<file path="src/hw/rtl/rws_pkg.sv">
// Shared types and constants for the roulette wheel selection block.
// No dependencies; every other RTL file imports this package.
package rws_pkg;

   localparam int POP_SIZE    = 32;
   localparam int IDX_W       = $clog2(POP_SIZE);
   localparam int SLOT_W      = 5;
   localparam int FIT_W       = 16;
   localparam int FRAC_W      = 16;
   localparam int TOTAL_W     = FIT_W + IDX_W;
   localparam int PROD_W      = TOTAL_W + FRAC_W;
   localparam int OUT_IDX_W   = 5;
   localparam int OUT_TOTAL_W = 21;
   localparam logic [OUT_TOTAL_W-1:0] TOTAL_MAX = '1;

   localparam int QUEUE_DEPTH = 4;
   localparam int QPTR_W      = $clog2(QUEUE_DEPTH);

   localparam logic KIND_LOAD   = 1'b0;
   localparam logic KIND_SELECT = 1'b1;

   typedef struct packed {
      logic             kind;
      logic [IDX_W-1:0] addr;
      logic [FIT_W-1:0] operand;   // fitness for a load, fraction for a select
   } item_type;

   typedef struct packed {
      logic     push;
      item_type item;
   } push_type;

   typedef struct packed {
      logic     avail;
      item_type item;
   } head_type;

endpackage

</file>
<file path="src/hw/rtl/rws_front.sv">
// Front end: takes request beats, drops out-of-range loads, packs the operand.
// Depends on rws_pkg.
module rws_front import rws_pkg::*; (
   input  logic              req_valid,
   output logic              req_ready,
   input  logic              req_kind,
   input  logic [SLOT_W-1:0] req_slot_index,
   input  logic [FIT_W-1:0]  req_fitness_value,
   input  logic [FRAC_W-1:0] req_random_fraction,
   input  logic              queue_full,
   output push_type          push_out
);

   logic in_range;
   logic keep;

   assign in_range  = 32'(req_slot_index) < 32'(POP_SIZE);
   assign keep      = (req_kind == KIND_SELECT) || in_range;
   assign req_ready = !queue_full;

   always_comb begin
      push_out.push         = req_valid && req_ready && keep;
      push_out.item.kind    = req_kind;
      push_out.item.addr    = IDX_W'(req_slot_index);
      push_out.item.operand = (req_kind == KIND_SELECT) ? req_random_fraction
                                                         : req_fitness_value;
   end

endmodule

</file>
<file path="src/hw/rtl/rws_queue.sv">
// Short item queue between front and back end.
// Depends on rws_pkg.
module rws_queue import rws_pkg::*; (
   input  logic     clock,
   input  logic     reset,
   input  push_type push_in,
   output logic     full,
   input  logic     pop,
   output head_type head
);

   item_type          slots_ff [QUEUE_DEPTH];
   logic [QPTR_W-1:0] wr_ptr_ff, wr_ptr_in;
   logic [QPTR_W-1:0] rd_ptr_ff, rd_ptr_in;
   logic [QPTR_W:0]   count_ff, count_in;
   logic              do_pop;

   assign full       = count_ff == (QPTR_W+1)'(QUEUE_DEPTH);
   assign head.avail = count_ff != '0;
   assign head.item  = slots_ff[rd_ptr_ff];
   assign do_pop     = pop && head.avail;

   always_comb begin
      wr_ptr_in = push_in.push ? wr_ptr_ff + 1'b1 : wr_ptr_ff;
      rd_ptr_in = do_pop ? rd_ptr_ff + 1'b1 : rd_ptr_ff;
      count_in  = count_ff + (QPTR_W+1)'(push_in.push) - (QPTR_W+1)'(do_pop);
   end

   always_ff @(posedge clock) begin
      if (reset) begin
         wr_ptr_ff <= '0;
         rd_ptr_ff <= '0;
         count_ff  <= '0;
      end else begin
         wr_ptr_ff <= wr_ptr_in;
         rd_ptr_ff <= rd_ptr_in;
         count_ff  <= count_in;
      end
   end

   always_ff @(posedge clock) begin
      if (push_in.push) begin
         slots_ff[wr_ptr_ff] <= push_in.item;
      end
   end

endmodule

</file>
<file path="src/hw/rtl/rws_back.sv">
// Back end: fitness table, running wheel total, threshold multiply and slot walk.
// Depends on rws_pkg.
module rws_back import rws_pkg::*; (
   input  logic                   clock,
   input  logic                   reset,
   input  head_type               head_in,
   output logic                   pop,
   output logic                   rsp_valid,
   input  logic                   rsp_ready,
   output logic [OUT_IDX_W-1:0]   rsp_chosen_index,
   output logic [OUT_TOTAL_W-1:0] rsp_wheel_total
);

   localparam logic [2:0] ST_IDLE     = 3'd0;
   localparam logic [2:0] ST_LD_RD    = 3'd1;
   localparam logic [2:0] ST_LD_WR    = 3'd2;
   localparam logic [2:0] ST_SEL_MUL  = 3'd3;
   localparam logic [2:0] ST_SEL_WALK = 3'd4;
   localparam logic [2:0] ST_RESP     = 3'd5;

   logic [2:0]             state_ff, state_in;
   logic [IDX_W-1:0]       addr_ff, addr_in;
   logic [FIT_W-1:0]       operand_ff, operand_in;
   logic [TOTAL_W-1:0]     total_ff, total_in;
   logic [TOTAL_W-1:0]     thr_ff, thr_in;
   logic [TOTAL_W-1:0]     run_ff, run_in;
   logic [IDX_W-1:0]       chk_ff, chk_in;
   logic [OUT_IDX_W-1:0]   idx_out_ff, idx_out_in;
   logic [OUT_TOTAL_W-1:0] tot_out_ff, tot_out_in;
   logic [POP_SIZE-1:0]    valid_ff;

   logic [FIT_W-1:0]       fitness_mem [POP_SIZE];
   logic [FIT_W-1:0]       rd_data_ff;
   logic                   rd_valid_ff;
   logic [IDX_W-1:0]       rd_addr;
   logic                   wr_en;
   logic [FIT_W-1:0]       rd_fit;
   logic [PROD_W-1:0]      product;
   logic [TOTAL_W-1:0]     run_sum;
   logic                   hit;

   assign rd_fit  = rd_valid_ff ? rd_data_ff : '0;
   assign product = PROD_W'(total_ff) * PROD_W'(operand_ff);
   assign run_sum = run_ff + TOTAL_W'(rd_fit);
   assign hit     = (run_sum >= thr_ff) || (chk_ff == IDX_W'(POP_SIZE - 1));

   assign pop              = (state_ff == ST_IDLE) && head_in.avail;
   assign rsp_valid        = state_ff == ST_RESP;
   assign rsp_chosen_index = idx_out_ff;
   assign rsp_wheel_total  = tot_out_ff;
   assign wr_en            = state_ff == ST_LD_WR;

   always_comb begin
      case (state_ff)
         ST_LD_RD:    rd_addr = addr_ff;
         ST_SEL_MUL:  rd_addr = '0;
         ST_SEL_WALK: rd_addr = chk_ff + 1'b1;
         default:     rd_addr = addr_ff;
      endcase
   end

   always_comb begin
      state_in   = state_ff;
      addr_in    = addr_ff;
      operand_in = operand_ff;
      total_in   = total_ff;
      thr_in     = thr_ff;
      run_in     = run_ff;
      chk_in     = chk_ff;
      idx_out_in = idx_out_ff;
      tot_out_in = tot_out_ff;
      case (state_ff)
         ST_IDLE: begin
            if (head_in.avail) begin
               addr_in    = head_in.item.addr;
               operand_in = head_in.item.operand;
               state_in   = (head_in.item.kind == KIND_SELECT) ? ST_SEL_MUL : ST_LD_RD;
            end
         end
         ST_LD_RD: begin
            state_in = ST_LD_WR;
         end
         ST_LD_WR: begin
            total_in = total_ff - TOTAL_W'(rd_fit) + TOTAL_W'(operand_ff);
            state_in = ST_IDLE;
         end
         ST_SEL_MUL: begin
            thr_in     = product[PROD_W-1:FRAC_W];
            run_in     = '0;
            chk_in     = '0;
            tot_out_in = (32'(total_ff) > 32'(TOTAL_MAX)) ? TOTAL_MAX
                                                          : OUT_TOTAL_W'(total_ff);
            state_in   = ST_SEL_WALK;
         end
         ST_SEL_WALK: begin
            run_in = run_sum;
            if (hit) begin
               idx_out_in = OUT_IDX_W'(chk_ff);
               state_in   = ST_RESP;
            end else begin
               chk_in = chk_ff + 1'b1;
            end
         end
         ST_RESP: begin
            if (rsp_ready) begin
               state_in = ST_IDLE;
            end
         end
         default: begin
            state_in = ST_IDLE;
         end
      endcase
   end

   always_ff @(posedge clock) begin
      if (reset) begin
         state_ff <= ST_IDLE;
         total_ff <= '0;
         valid_ff <= '0;
      end else begin
         state_ff <= state_in;
         total_ff <= total_in;
         if (wr_en) begin
            valid_ff[addr_ff] <= 1'b1;
         end
      end
   end

   always_ff @(posedge clock) begin
      addr_ff    <= addr_in;
      operand_ff <= operand_in;
      thr_ff     <= thr_in;
      run_ff     <= run_in;
      chk_ff     <= chk_in;
      idx_out_ff <= idx_out_in;
      tot_out_ff <= tot_out_in;
   end

   // table storage: one write port, one registered read port
   always_ff @(posedge clock) begin
      if (wr_en) begin
         fitness_mem[addr_ff] <= operand_ff;
      end
      rd_data_ff  <= fitness_mem[rd_addr];
      rd_valid_ff <= valid_ff[rd_addr];
   end

endmodule

</file>
<file path="src/hw/rtl/roulette_wheel_selection_top.sv">
// Roulette wheel selection, top level. Depends on rws_pkg, rws_front, rws_queue, rws_back.
// A load beat holds the back end through its idle, read and write states; a select
//   response follows the multiply state and the walk, which checks one slot a cycle.
// The back end finishes each item, and any stalled response, before it takes the next.
// Reset: synchronous, active high; clears the queue, the wheel total and the per-slot
//   valid bits at once, so every slot reads as zero fitness. No clearing pass.
module roulette_wheel_selection_top import rws_pkg::*; (
   input  logic                   clock,
   input  logic                   reset,
   input  logic                   req_valid,
   output logic                   req_ready,
   input  logic                   req_kind,
   input  logic [SLOT_W-1:0]      req_slot_index,
   input  logic [FIT_W-1:0]       req_fitness_value,
   input  logic [FRAC_W-1:0]      req_random_fraction,
   output logic                   rsp_valid,
   input  logic                   rsp_ready,
   output logic [OUT_IDX_W-1:0]   rsp_chosen_index,
   output logic [OUT_TOTAL_W-1:0] rsp_wheel_total
);

   // front to queue: classified beats; loads beyond the table are dropped here
   push_type push;
   logic     queue_full;
   // queue to back end: head item and pop
   head_type head;
   logic     pop;

   rws_front u_front (
      .req_valid           (req_valid),
      .req_ready           (req_ready),
      .req_kind            (req_kind),
      .req_slot_index      (req_slot_index),
      .req_fitness_value   (req_fitness_value),
      .req_random_fraction (req_random_fraction),
      .queue_full          (queue_full),
      .push_out            (push)
   );

   // decouples request acceptance from a long select walk or a stalled response
   rws_queue u_queue (
      .clock   (clock),
      .reset   (reset),
      .push_in (push),
      .full    (queue_full),
      .pop     (pop),
      .head    (head)
   );

   // keeps the wheel total up to date on each load (old value out, new value in),
   // so a select needs only a single walk: multiply for the threshold, then
   // accumulate slot by slot until the running sum reaches it, last slot as fallback
   rws_back u_back (
      .clock            (clock),
      .reset            (reset),
      .head_in          (head),
      .pop              (pop),
      .rsp_valid        (rsp_valid),
      .rsp_ready        (rsp_ready),
      .rsp_chosen_index (rsp_chosen_index),
      .rsp_wheel_total  (rsp_wheel_total)
   );

endmodule

</file>
<file path="config.mk">
export PLATFORM = sky130hd
export DESIGN_NAME = roulette_wheel_selection_top
export DESIGN_NICKNAME = d
export VERILOG_FILES = /design/src/hw/rtl/rws_pkg.sv /design/src/hw/rtl/rws_front.sv /design/src/hw/rtl/rws_queue.sv /design/src/hw/rtl/rws_back.sv /design/src/hw/rtl/roulette_wheel_selection_top.sv
export SDC_FILE = /design/constraint.sdc
export NUM_CORES = 2
export LEC_CHECK = 0
export ABC_AREA = 1
export BUFFER_PORTS_ARGS = -buffer_cell sky130_fd_sc_hd__buf_4
export CAP_MARGIN = 10
export CORE_AREA = 4 4 311 313
export CTS_BUF_LIST = sky130_fd_sc_hd__clkbuf_8
export DETAILED_ROUTE_END_ITERATION = 16
export DIE_AREA = 0 0 315 317
export PLACE_DENSITY = 0.65
export SLEW_MARGIN = 0
export SYNTH_ARGS = -nofsm -noshare
export SYNTH_HDL_FRONTEND = slang
export SYNTH_SLANG_ARGS = --single-unit
</file>
<file path="constraint.sdc">
create_clock -name clock -period 6.2 [get_ports clock]
set_input_delay 0.93 -clock clock [delete_from_list [all_inputs] [get_ports clock]]
set_output_delay 0.93 -clock clock [all_outputs]
set_load 0.02 [all_outputs]
</file>
==> flow_summary.toml <==
[die]
core_area_mm2 = 0.0943
die_y_um = 317
row_count = 113
die_w_um = 315
boundaryPins = 70
start_util_pct = 49.6
dieArea_mm2 = 0.0999

[cells_and_area]
final.fill_count = 8412
drive_gt1_share_pct = 7.95
nNetsFinal = 5526
final_cell_mix = "nand2_1, inv_1, edfxtp_1"
mostFrequentLayoutCell = "nand2_1"
syn_to_final_growth_pct = 10.3

[global_routing]
antenna_found_initial = 1
grt_pass1_vias = 33957
grt_max_degree = 211
grt_pass1_wl_um = 196000
grt-ovfl-total = 0
grt_usage_pct = 25.9

[sta]
fin_crit_sh_pct = 95.6
rsz0062_at_grt = "no"
hold_violations = 0
period_needed_ps = 5930
maxSlewHeadroom_pct = 13.3
fin_worst_skew_ps = 47.2
fmax_ghz = 0.169
slew_viol_final = 0
worst_pin_slew_ps = 1300
setup_violations = 0
setup_tns_ps = 0

[clock_network]
cts_tree = "done"
clock-root-buffer = "clkbuf_8"
insertion_delay_ps = 820
cts.path.max_buffers = 3
clk_pin_slew_ps = 60
postCtsHoldBufs = 0
htree_levels = 4
cts_made_buffers = 134
clock_sinks = 776

[logic_synthesis]
synth_fp_nets = 5432
ys.flop_type = "edfxtp_1"
synth_area_mm2 = 0.0468
syn_inst = 4937
synth.distinct_cells = 40
yosysSeqAreaShare_pct = 48.1
avgSynthCellArea_um2 = 9.48
synth_edf_count = 694
yosys_warnings = 0
synth_top_cell_by_area = "edfxtp_1"
ys_ff_latch = 776
yosys.area.top_type_share_pct = 44.5
ys_async_sr_fraction_pct = 0
synthTopCellsByArea = "edfxtp_1, fa_1, nand2_1"

[placed_design]
port_buffers = 69
place_congestion = 0.928
dp_hpwl_um = 83700

[worst_setup_path]
worstSetupEndpoint = "u_back.thr_ff[17]"
cp-end-kind = "flop"
reg2reg_depth = 21
reg2reg_from = "u_back.operand_ff[10]"
reg2reg_slack_ps = 270
cp-start-kind = "flop"
worstPathArrival_ps = 6490
required_ps = 6760
path_max_fanout = 14
path_class = "flop to flop"
crit_path_start = "u_back.operand_ff[10]"
r2r-end = "u_back.thr_ff[17]"

[routing]
post-route-drc-count = 0
wl_um = 128000
m1WireLength_um = 53200
antenna_left = 0
met2_wirelength_um = 58800
vias = 34082
vias_per_cell = 5.32
drt-initial-drc-count = 3280
wl_per_cell_um = 19.9
wl_met3_um = 10500
highest_layer = "met4"
drt_first_pass_iters = 6

[hold_path]
hp-class = "primary input to flop"

[status]
status = "finished clean"

[flow_run]
cap_violations = 0
[cells by family after synthesis]
logic type               Yosys count  share of synthesized area [%]
AND/OR/NAND/NOR                 2151                           20.9
XOR/XNOR                          38                          0.711
multiplexers                      16                          0.385
AO/OA/AOI/OAI                    290                           3.42
buffers and inverters           1213                           9.95
flip-flops                       776                           48.1
adder cells (fa/ha/maj)          453                           16.6
[routing by layer]
metal,track usage [%],vias up
li1,-,16010
met4,11.0,0
met2,41.2,1281
met3,5.84,272
met5,0,-
met1,34.5,16519
[cell usage after synthesis (9+ instances only)]
cell type / instances
a21oi_1: 109
a31oi_1: 10
buf_1: 16
buf_2: 54
buf_4: 9
clkbuf_1: 164
dfxtp_1: 82
edfxtp_1: 694
fa_1: 281
ha_1: 172
inv_1: 960
mux2_2: 16
nand2_1: 1048
nand3_1: 537
nand3b_1: 244
nand4_1: 12
nor2_1: 270
nor3_1: 29
o21ai_0: 109
o21bai_1: 18
o22ai_1: 21
xnor2_1: 11
xor2_1: 27
[per-stage QoR]
| stage | hold slack (ps) | setup WS [ps] | util (%) | cells | area, µm² |
|---|---|---|---|---|---|
| global route | 286 | 19.4 | 54.7 | 6401 | 51600 |
| global placement | 436 | 159 | 52.0 | 6155 | 49000 |
| CTS | 250 | 173 | 54.6 | 6395 | 51500 |
| finish | 340 | 270 | 54.7 | 6402 | 51600 |
| floorplan | 406 | 513 | - | 4937 | 46800 |
| detailed placement | 453 | 184 | 52.0 | 6155 | 49000 |
[critical path: stages, from the launching register on]
cell      delay, ps
edfxtp_1        620
buf_4           320
nand2_1          90
inv_1            60
fa_1            530
inv_1            60
fa_1            550
fa_1            450
fa_1            500
inv_1            50
fa_1            500
inv_1            60
fa_1            470
inv_1            50
ha_1            340
inv_1            70
o21ai_0         340
o21bai_1        210
a21oi_1         100
o21a_1          190
nand3_1          80
nand2_1          50
[what timing repair did]
item | 4_1_cts | 5_1_grt
buffers inserted | 0 | 5
hold endpoints to repair | 0 | 0
endpoints found under the setup margin | 0 | 10
gates resized for setup | 0 | 0
[layout make-up]
| class | instances | area (µm²) | share of cell area (%) |
|---|---|---|---|
| Clock buffer | 143 | 1970 | 3.82 |
| Multi-Input combinational cell | 2948 | 19700 | 38.2 |
| Sequential cell | 776 | 22500 | 43.6 |
| Antenna cell | 2 | 5.00 | 0.00970 |
| Tap cell | 1265 | 1580 | 3.07 |
| Clock inverter | 97 | 538 | 1.04 |
| Timing Repair Buffer | 201 | 1650 | 3.19 |
| Inverter | 970 | 3640 | 7.07 |
[worst min path at each step]
stage	from	endpoint	cells past startpoint
after floorplan	u_back.total_ff[10]	u_back.rsp_wheel_total[10]	0
after global placement	u_back.chk_ff[3]	u_back.rsp_chosen_index[3]	0
after detailed placement	u_back.valid_ff[8]	u_back.valid_ff[8]	2
after CTS	req_slot_index[3]	u_queue.slots_ff[1][19]	1
after global routing	req_slot_index[3]	u_queue.slots_ff[1][19]	1
final	req_slot_index[3]	u_queue.slots_ff[0][19]	1
[flip-flops by register name, indices dropped and copies added (netlist names), 5 cells and up, named ones only]
name,count
u_back.valid_ff,32
u_back.rsp_wheel_total,21
u_back.thr_ff,21
u_back.chk_ff,5
u_back.total_ff,21
u_back.run_ff,21
u_back.operand_ff,16
u_back.rsp_chosen_index,5
u_back.fitness_mem,512
u_queue.slots_ff,88
u_back.rd_data_ff,16
u_back.addr_ff,5
Power is left out: the tool's default activity adds up to more than one toggle a clock period on the data nets, which glitch-free logic cannot reach.
